`src/rtl/core/wpbp_pkg.sv`:
```
// ----------------------------------------------------------------------------
// Windowed peak boundary picker package
// Shared constants, the register index codes and the per-cell control group.
// ----------------------------------------------------------------------------
package wpbp_pkg;

    // Default build values for the top-level parameters.
    localparam int MAX_RADIUS_DEF = 31;
    localparam int PROB_BITS_DEF  = 16;

    // Radius register: fixed five-bit field, plus one bit for count compares.
    localparam int RADIUS_W   = 5;
    localparam int CNT_CMP_W  = RADIUS_W + 1;

    // Register reset values.
    localparam int THRESH_RESET = 32768;
    localparam logic [RADIUS_W-1:0] RADIUS_RESET = 5'd2;

    // Configuration register indexes.
    localparam int CFG_IDX_W = 1;

    typedef enum logic [CFG_IDX_W-1:0] {
        CFG_THRESHOLD = 1'b0,
        CFG_RADIUS    = 1'b1
    } t_cfg_idx;

    // Control handed from the sequencer to one window cell each cycle.
    typedef struct packed {
        logic shift;       // take the neighbour's frame (decision made)
        logic clear;       // sequence finished, forget every frame
        logic load;        // write the incoming frame here
        logic keep;        // inside the left reach, or the frame in hand not finished
        logic look_left;   // older neighbour inside the decision window
        logic look_right;  // newer neighbour inside the decision window
    } t_cell_ctl;

endpackage

```
`src/rtl/core/wpbp_cell.sv`:
```
// ----------------------------------------------------------------------------
// Window cell
// Holds one frame of the sliding window, shifts it towards the older end on
// each decision and compares its key with the key of the frame under decision.
// ----------------------------------------------------------------------------
module wpbp_cell #(
    parameter int PROB_BITS = wpbp_pkg::PROB_BITS_DEF
) (
    input  logic                   i_clk,
    input  logic                   i_rst_n,
    input  wpbp_pkg::t_cell_ctl    i_ctl,
    input  logic [PROB_BITS+1:0]   i_new,
    input  logic [PROB_BITS+1:0]   i_nb_ent,
    input  logic                   i_nb_pres,
    input  logic [PROB_BITS:0]     i_cand_key,
    output logic [PROB_BITS+1:0]   o_ent,
    output logic                   o_pres,
    output logic [PROB_BITS:0]     o_key,
    output logic                   o_beat
);

    // Frame layout: valid flag, barrier flag, probability.
    logic [PROB_BITS+1:0] r_ent;
    logic [PROB_BITS+1:0] n_ent;
    logic                 r_pres;
    logic                 n_pres;
    logic                 w_valid;
    logic                 w_barrier;

    assign w_valid   = r_ent[PROB_BITS+1];
    assign w_barrier = r_ent[PROB_BITS];

    // Padding and barrier frames rank above every probability.
    assign o_key = (!w_valid || w_barrier) ? {1'b1, {PROB_BITS{1'b0}}}
                                           : {1'b0, r_ent[PROB_BITS-1:0]};

    // An older frame wins ties, a newer one must be strictly greater.
    assign o_beat = r_pres && ((i_ctl.look_left  && (o_key >= i_cand_key)) ||
                               (i_ctl.look_right && (o_key >  i_cand_key)));

    assign o_ent  = r_ent;
    assign o_pres = r_pres;

    // Next contents: shift, then drop, then load the incoming frame.
    always_comb begin
        n_ent  = r_ent;
        n_pres = r_pres;
        if (i_ctl.shift) begin
            n_ent  = i_nb_ent;
            n_pres = i_nb_pres;
        end
        if (i_ctl.clear || !i_ctl.keep) begin
            n_pres = 1'b0;
        end
        if (i_ctl.load) begin
            n_ent  = i_new;
            n_pres = 1'b1;
        end
    end

    // Frame data needs no reset; the presence bit does.
    always_ff @(posedge i_clk) begin
        r_ent <= n_ent;
        if (!i_rst_n) begin
            r_pres <= 1'b0;
        end else begin
            r_pres <= n_pres;
        end
    end

endmodule

```
`src/rtl/core/windowed_peak_boundary_picker_core.sv`:
```
// ----------------------------------------------------------------------------
// Windowed peak boundary picker
// Sliding-window local-maximum peak picking over a row of window cells.
// ----------------------------------------------------------------------------
// The block takes one frame per input transfer and returns one boundary
// decision per frame, radius frames late; the final frame of a sequence
// flushes all pending decisions at once. Decisions leave one per cycle,
// while the output is not stalled, through a single output register, and
// a new frame is taken only once the frame in hand has released all its
// decisions. In a steady stream each frame releases one decision, and the block
// accepts a new frame in every cycle while the output is not stalled. The
// 2*MAX_RADIUS cells beside the centre cell compare against it in parallel,
// which sets the combinational decision path. Presence bits in the cells are
// cleared by reset at once, so there is no clearing pass after reset.
// ----------------------------------------------------------------------------
module windowed_peak_boundary_picker_core #(
    parameter int MAX_RADIUS = wpbp_pkg::MAX_RADIUS_DEF,
    parameter int PROB_BITS  = wpbp_pkg::PROB_BITS_DEF,
    localparam int CFG_W     = (PROB_BITS > wpbp_pkg::RADIUS_W) ? PROB_BITS
                                                                 : wpbp_pkg::RADIUS_W
) (
    input  logic                            i_clk,
    input  logic                            i_rst_n,
    // Configuration write port
    input  logic                            i_cfg_we,
    input  logic [wpbp_pkg::CFG_IDX_W-1:0]  i_cfg_idx,
    input  logic [CFG_W-1:0]                i_cfg_data,
    // Frame input channel
    input  logic                            i_in_valid,
    output logic                            o_in_stall,
    input  logic [PROB_BITS-1:0]            i_prob,
    input  logic                            i_barrier,
    input  logic                            i_valid_req,
    input  logic                            i_seq_last,
    // Decision output channel
    output logic                            o_out_valid,
    input  logic                            i_out_stall,
    output logic                            o_boundary,
    output logic                            o_seq_end,
    output logic                            o_run_end
);

    localparam int DEPTH = 2 * MAX_RADIUS + 1;
    localparam int CTR   = MAX_RADIUS;
    localparam int CW    = $clog2(MAX_RADIUS + 2);
    localparam int ENT_W = PROB_BITS + 2;
    localparam int CMPW  = wpbp_pkg::CNT_CMP_W;
    localparam int RW    = wpbp_pkg::RADIUS_W;

    // Configuration registers.
    logic [PROB_BITS-1:0] r_thresh;
    logic [RW-1:0]        r_radius;
    logic [RW-1:0]        w_radius_wr;

    // Sequencer state.
    logic                 r_busy;
    logic                 r_last;
    logic [CW-1:0]        r_pend;

    // Output register.
    logic                 r_out_valid;
    logic                 r_boundary;
    logic                 r_seq_end;
    logic                 r_run_end;

    // Sequencer signals.
    logic                 w_need;
    logic                 w_more;
    logic                 w_fire;
    logic                 w_item_done;
    logic                 w_ready;
    logic                 w_in_acc;
    logic [CW-1:0]        w_pend_m1;
    logic [CW-1:0]        w_pend_base;
    logic [CMPW-1:0]      w_radius_x;
    logic                 w_decision;

    // Cell row: one extra slot past the newest end reads as empty.
    logic [DEPTH:0][ENT_W-1:0]     w_ent;
    logic [DEPTH:0]                w_pres;
    logic [DEPTH-1:0][PROB_BITS:0] w_key;
    logic [DEPTH-1:0]              w_beat;
    wpbp_pkg::t_cell_ctl           w_ctl [DEPTH];
    logic [ENT_W-1:0]              w_new;
    logic [ENT_W-1:0]              w_cand;

    assign w_ent[DEPTH]  = '0;
    assign w_pres[DEPTH] = 1'b0;

    assign w_new  = {i_valid_req, i_barrier, i_prob};
    assign w_cand = w_ent[CTR];

    // Radius writes saturate at the build limit.
    assign w_radius_wr = (i_cfg_data[RW-1:0] > RW'(MAX_RADIUS)) ? RW'(MAX_RADIUS)
                                                                : i_cfg_data[RW-1:0];

    always_ff @(posedge i_clk) begin
        if (!i_rst_n) begin
            r_thresh <= PROB_BITS'(wpbp_pkg::THRESH_RESET);
            r_radius <= wpbp_pkg::RADIUS_RESET;
        end else if (i_cfg_we) begin
            case (i_cfg_idx)
                wpbp_pkg::CFG_THRESHOLD: r_thresh <= i_cfg_data[PROB_BITS-1:0];
                wpbp_pkg::CFG_RADIUS:    r_radius <= w_radius_wr;
                default:                 r_thresh <= r_thresh;
            endcase
        end
    end

    // Decision scheduling: a pending frame is decided once radius newer
    // frames exist, or at once when the sequence has ended.
    assign w_radius_x  = CMPW'(r_radius);
    assign w_pend_m1   = r_pend - CW'(1);
    assign w_need      = r_busy && (r_pend != '0) &&
                         (r_last || (CMPW'(r_pend) > w_radius_x));
    assign w_more      = (w_pend_m1 != '0) &&
                         (r_last || (CMPW'(w_pend_m1) > w_radius_x));
    assign w_fire      = w_need && (!r_out_valid || !i_out_stall);
    assign w_item_done = r_busy && (!w_need || (w_fire && !w_more));
    assign w_ready     = !r_busy || w_item_done;
    assign w_in_acc    = i_in_valid && w_ready;
    assign w_pend_base = r_pend - CW'(w_fire);

    assign o_in_stall  = !w_ready;

    always_ff @(posedge i_clk) begin
        if (!i_rst_n) begin
            r_busy <= 1'b0;
            r_last <= 1'b0;
            r_pend <= '0;
        end else begin
            if (w_in_acc) begin
                r_busy <= 1'b1;
                r_last <= i_seq_last;
            end else if (w_item_done) begin
                r_busy <= 1'b0;
            end
            r_pend <= w_pend_base + CW'(w_in_acc);
        end
    end

    // Per-position cell control. Older frames beyond the left reach are
    // dropped only as the frame in hand finishes.
    for (genvar j = 0; j < DEPTH; j++) begin : g_cell
        always_comb begin
            w_ctl[j].shift      = w_fire;
            w_ctl[j].clear      = w_item_done && r_last;
            w_ctl[j].load       = 1'b0;
            w_ctl[j].keep       = 1'b1;
            w_ctl[j].look_left  = 1'b0;
            w_ctl[j].look_right = 1'b0;
            if (j < CTR) begin
                w_ctl[j].look_left = (RW'(CTR - j) <= r_radius);
                w_ctl[j].keep      = !w_item_done || (RW'(CTR - j) <= r_radius);
            end else begin
                w_ctl[j].load = w_in_acc && (w_pend_base == CW'(j - CTR));
                if (j > CTR) begin
                    w_ctl[j].look_right = (RW'(j - CTR) <= r_radius);
                end
            end
        end

        wpbp_cell #(
            .PROB_BITS (PROB_BITS)
        ) u_cell (
            .i_clk      (i_clk),
            .i_rst_n    (i_rst_n),
            .i_ctl      (w_ctl[j]),
            .i_new      (w_new),
            .i_nb_ent   (w_ent[j+1]),
            .i_nb_pres  (w_pres[j+1]),
            .i_cand_key (w_key[CTR]),
            .o_ent      (w_ent[j]),
            .o_pres     (w_pres[j]),
            .o_key      (w_key[j]),
            .o_beat     (w_beat[j])
        );
    end

    // The centre frame is a boundary when no neighbour beats it, it is a real
    // frame, and it is a barrier or reaches the threshold.
    assign w_decision = !(|w_beat) && w_cand[PROB_BITS+1] &&
                        (w_cand[PROB_BITS] || (w_cand[PROB_BITS-1:0] >= r_thresh));

    // Output register: loaded on each decision, freed when the transfer ends.
    always_ff @(posedge i_clk) begin
        if (!i_rst_n) begin
            r_out_valid <= 1'b0;
        end else if (w_fire) begin
            r_out_valid <= 1'b1;
        end else if (!i_out_stall) begin
            r_out_valid <= 1'b0;
        end
    end

    always_ff @(posedge i_clk) begin
        if (w_fire) begin
            r_boundary <= w_decision;
            r_run_end  <= !w_more;
            r_seq_end  <= !w_more && r_last;
        end
    end

    assign o_out_valid = r_out_valid;
    assign o_boundary  = r_boundary;
    assign o_seq_end   = r_seq_end;
    assign o_run_end   = r_run_end;

`ifndef ASSERT_OFF
    // The row never holds more undecided frames than the right half plus one.
    a_pend_bound: assert property (@(posedge i_clk) disable iff (!i_rst_n)
        r_pend <= CW'(MAX_RADIUS + 1))
        else $error("pending count beyond window");

    // Whenever a frame is pending, the centre cell holds it.
    a_centre_full: assert property (@(posedge i_clk) disable iff (!i_rst_n)
        (r_pend != '0) |-> w_pres[CTR])
        else $error("centre cell empty with frames pending");

    // The final frame of a sequence leaves nothing pending.
    a_flush_empty: assert property (@(posedge i_clk) disable iff (!i_rst_n)
        (w_item_done && r_last && !w_in_acc) |=> (r_pend == '0))
        else $error("frames left after sequence end");

    // A frame within a sequence leaves at most radius frames pending.
    a_pend_radius: assert property (@(posedge i_clk) disable iff (!i_rst_n)
        (w_item_done && !r_last && !w_in_acc) |=>
            (CMPW'(r_pend) <= CMPW'($past(r_radius))))
        else $error("more frames pending than the radius");

    // The last decision of a frame ends its work.
    a_run_end_idle: assert property (@(posedge i_clk) disable iff (!i_rst_n)
        (w_fire && !w_more && !w_in_acc) |=> !r_busy)
        else $error("still busy after the final decision of a frame");
`endif

endmodule

```
`config.mk`:
```
export PLATFORM = sky130hd
export DESIGN_NAME = windowed_peak_boundary_picker_core
export DESIGN_NICKNAME = d
export VERILOG_FILES = /design/src/rtl/core/wpbp_pkg.sv /design/src/rtl/core/wpbp_cell.sv /design/src/rtl/core/windowed_peak_boundary_picker_core.sv
export SDC_FILE = /design/constraint.sdc
export NUM_CORES = 2
export LEC_CHECK = 0
export ABC_CLOCK_PERIOD_IN_PS = 20900
export BUFFER_PORTS_ARGS = -buffer_cell sky130_fd_sc_hd__buf_2
export CORE_MARGIN = 2
export CORE_UTILIZATION = 45
export DETAILED_ROUTE_END_ITERATION = 10
export PLACE_DENSITY = 0.71
export SYNTH_ARGS = -nofsm -noshare
export SYNTH_HDL_FRONTEND = slang
export SYNTH_SLANG_ARGS = --single-unit
export TNS_END_PERCENT = 30
```
`constraint.sdc`:
```
create_clock -name i_clk -period 20.9 [get_ports i_clk]
set_clock_uncertainty 0.05 [all_clocks]
set_input_delay 1.045 -clock i_clk [delete_from_list [all_inputs] [get_ports i_clk]]
set_output_delay 1.045 -clock i_clk [all_outputs]
set_load 0.02 [all_outputs]
```
==> out/metrics.cfg <==
[clock_tree]
cts_root_buf=clkbuf_16
clock-sinks=1230
postCtsHoldBufs=0
htreeDepth=4
cts_tree=yes
clk_pin_slew_ns=0.06
cts_buffer_depth=3
cts_buffers=141
post_cts_resized=0
postCtsSetupRepairBufs=0
clock_latency_ns=0.80

[run]
cap_violations=0

[sta]
fin_crit_sh_pct=35.2
fin_hold_ws_ns=0.375
min_period_ns=7.35
grt_setup_unrepaired=false
worst_slack_ns=13.55
relSlewSlack_pct=12.3
worstMarginPinSlew_ns=1.31
hold_viol=0
timing.fmax_ghz=0.136
setup-tns-final_ns=0
finalSetupViolCount=0
drv_slew=0

[logic_synthesis]
synthTopCellsByArea=edfxtp_1, ha_1, mux2_2, and2_1, dfxtp_1
syn_nets=7708
postSynthAreaPerCell_um2=11.4
synth-seq-area-share_pct=46.6
syn_inst=6797
synth_cell_types=85
synth.top_cell.area_share_pct=44.2
synth_ff_type=edfxtp_1
synth_top_area_cell=edfxtp_1
yosysWarningCount=0
synth-edff-count=1137
synth_async_sr_flop_share_pct=0
ys_ff_latch=1230
synth_area_um2=77200

[die]
dieArea_um2=175000
coreArea_um2=171000
io_pins=46
row_count=152
die_y_um=418
dieWidth_um=418
start_util_pct=45.2

[cells_and_area]
post_route_cells_drive_above_1_share_pct=13.9
area_growth_pct=9.17
mostFrequentLayoutCells=edfxtp_1, ha_1, and2_1
final_common_cell=edfxtp_1
num-fill-cells=14900
final_cell_area_um2=84300
final_nets=7671

[power_and_ir_drop]
peakVddDrop_mv=0.134
power_leakage_nw=31.8
powerDensity_nw_per_um2=119
finalPower_mw=10.1

[place]
io_buffers=45
gp_congestion=0.966
placedInstanceArea_um2=79900
pre_cts_slack_ns=13.67
dpl.hpwl_mm=165

[worst_setup_path]
critical_path_class=flip-flop to flip-flop
rr_startpoint=g_cell[31].u_cell.o_ent[16]$_DFFE_PP_
crit_arrival_ns=7.95
ff2ff_path_depth=15
crit_fanout=36
required_ns=21.50
setup.worst_path.end_class=flip-flop
worst_r2r_endpoint=o_boundary$_DFFE_PP_
startpoint_type=flip-flop
reg2reg_slack_ns=13.55

[min_path]
hold_path.class=flip-flop to flip-flop
whs_path_depth=0
min_to=g_cell[15].u_cell.o_ent[15]$_DFFE_PP_
min_from=g_cell[16].u_cell.o_ent[15]$_DFFE_PP_

[detailed_routing]
viasPerCell=6.26
first_iter_violations=6196
drtAntennaViolNets=0
drc=0
wl_mm=242
wl_per_cell_um=26.6
dr.pass1.iters=6
via_count=57000

[status]
status=finished clean

[grt]
grt_max_degree=203
grt-ovfl-total=0
antenna_found_initial=13
grt_usage_pct=27.1
grt_pass1_vias=56000
grt_pass1_wl_mm=356

[through the flow]
stage               util (%)  cells
finish                  49.3   9110
detailed placement      46.7   8849
floorplan                  -   6797
global placement        46.7   8848
CTS                     49.3   9103
global route            49.3   9106
[Yosys cell counts, drive strengths merged (123+ instances only)]
library cell / count
nor2: 220
a21oi: 327
ha: 870
inv: 162
o21ai: 231
clkbuf: 220
mux2: 558
nand3: 192
nor2b: 124
xnor2: 123
edfxtp: 1137
nand2: 489
and2: 754
[routing by layer]
metal  global-route usage (%)  share of wire, %  vias to the layer above
met1                     34.7                39                    28100
met4                     15.4               6.4                       10
met2                     43.0                45                     2761
met3                     5.27               9.2                      738
li1                         -                 -                    25400
met5                        0             0.026                        -
[area by class of cell]
class / instances / area, um2 / share of cell area, %
Antenna cell: 6 / 15.0 / 0.0178
Clock buffer: 180 / 3750 / 4.45
Clock inverter: 74 / 648 / 0.769
Inverter: 163 / 619 / 0.735
Multi-Input combinational cell: 5062 / 39300 / 46.6
Sequential cell: 1230 / 36000 / 42.7
Tap cell: 2233 / 2790 / 3.31
Timing Repair Buffer: 162 / 1160 / 1.38
[worst max-delay path by stage]
stage | from | end | slack [ns]
after floorplan | r_radius[2]$_SDFFE_PN0P_ | g_cell[57].u_cell.o_ent[0]$_DFFE_PP_ | 7.90
after detailed placement | g_cell[31].u_cell.o_ent[16]$_DFFE_PP_ | o_boundary$_DFFE_PP_ | 13.67
after global placement | g_cell[31].u_cell.o_ent[16]$_DFFE_PP_ | o_boundary$_DFFE_PP_ | 13.78
after global routing | r_radius[3]$_SDFFE_PN0P_ | g_cell[41].u_cell.o_ent[10]$_DFFE_PP_ | 13.25
after CTS | g_cell[31].u_cell.o_ent[16]$_DFFE_PP_ | o_boundary$_DFFE_PP_ | 13.66
final | g_cell[31].u_cell.o_ent[16]$_DFFE_PP_ | o_boundary$_DFFE_PP_ | 13.55
[critical path: stages, from the launching register on]
cell and delay, ns:
edfxtp_1 0.52, and2b_4 0.40, buf_4 0.67, buf_4 0.73, nand2_4 0.47, buf_4 0.48
ha_1 0.41, and3_1 0.20, nand4_1 0.20, o311a_1 0.43, o21ai_0 0.44, o2111ai_1 0.54
nor4_1 1.00, o2111ai_1 0.21, nor3_1 0.19, and4_1 0.21
[registers in the layout, summed over array words and instances, names as in the netlist]
register and count:
g_cell.u_cell.o_ent 1134, g_cell.u_cell.o_pres 63, r_thresh 16, r_pend 6, r_radius 5, o_boundary 1
o_out_valid 1, o_run_end 1, o_seq_end 1, r_busy 1, r_last 1
[kinds of logic (layout without fill, tap and decap cells)]
group	count (synthesis)	count (layout)	share of synthesized area, %
multiplexers	601	601	8.69
AND/OR/NAND/NOR	2216	2216	15.6
adder cells (fa/ha/maj)	944	944	15.1
XOR/XNOR	140	140	1.59
AO/OA/AOI/OAI	1161	1161	9.84
buffers and inverters	505	579	2.65
flip-flops	1230	1230	46.6
other	0	6	0
[where the power goes]
group	internal [mW]	leakage [nW]	switching [mW]
Combinational	1.49	18.5	2.68
Clock	1.38	2.15	1.05
Sequential	3.21	11.1	0.274
Total	6.08	31.8	4.00
Power figures use the tool's default switching activity.
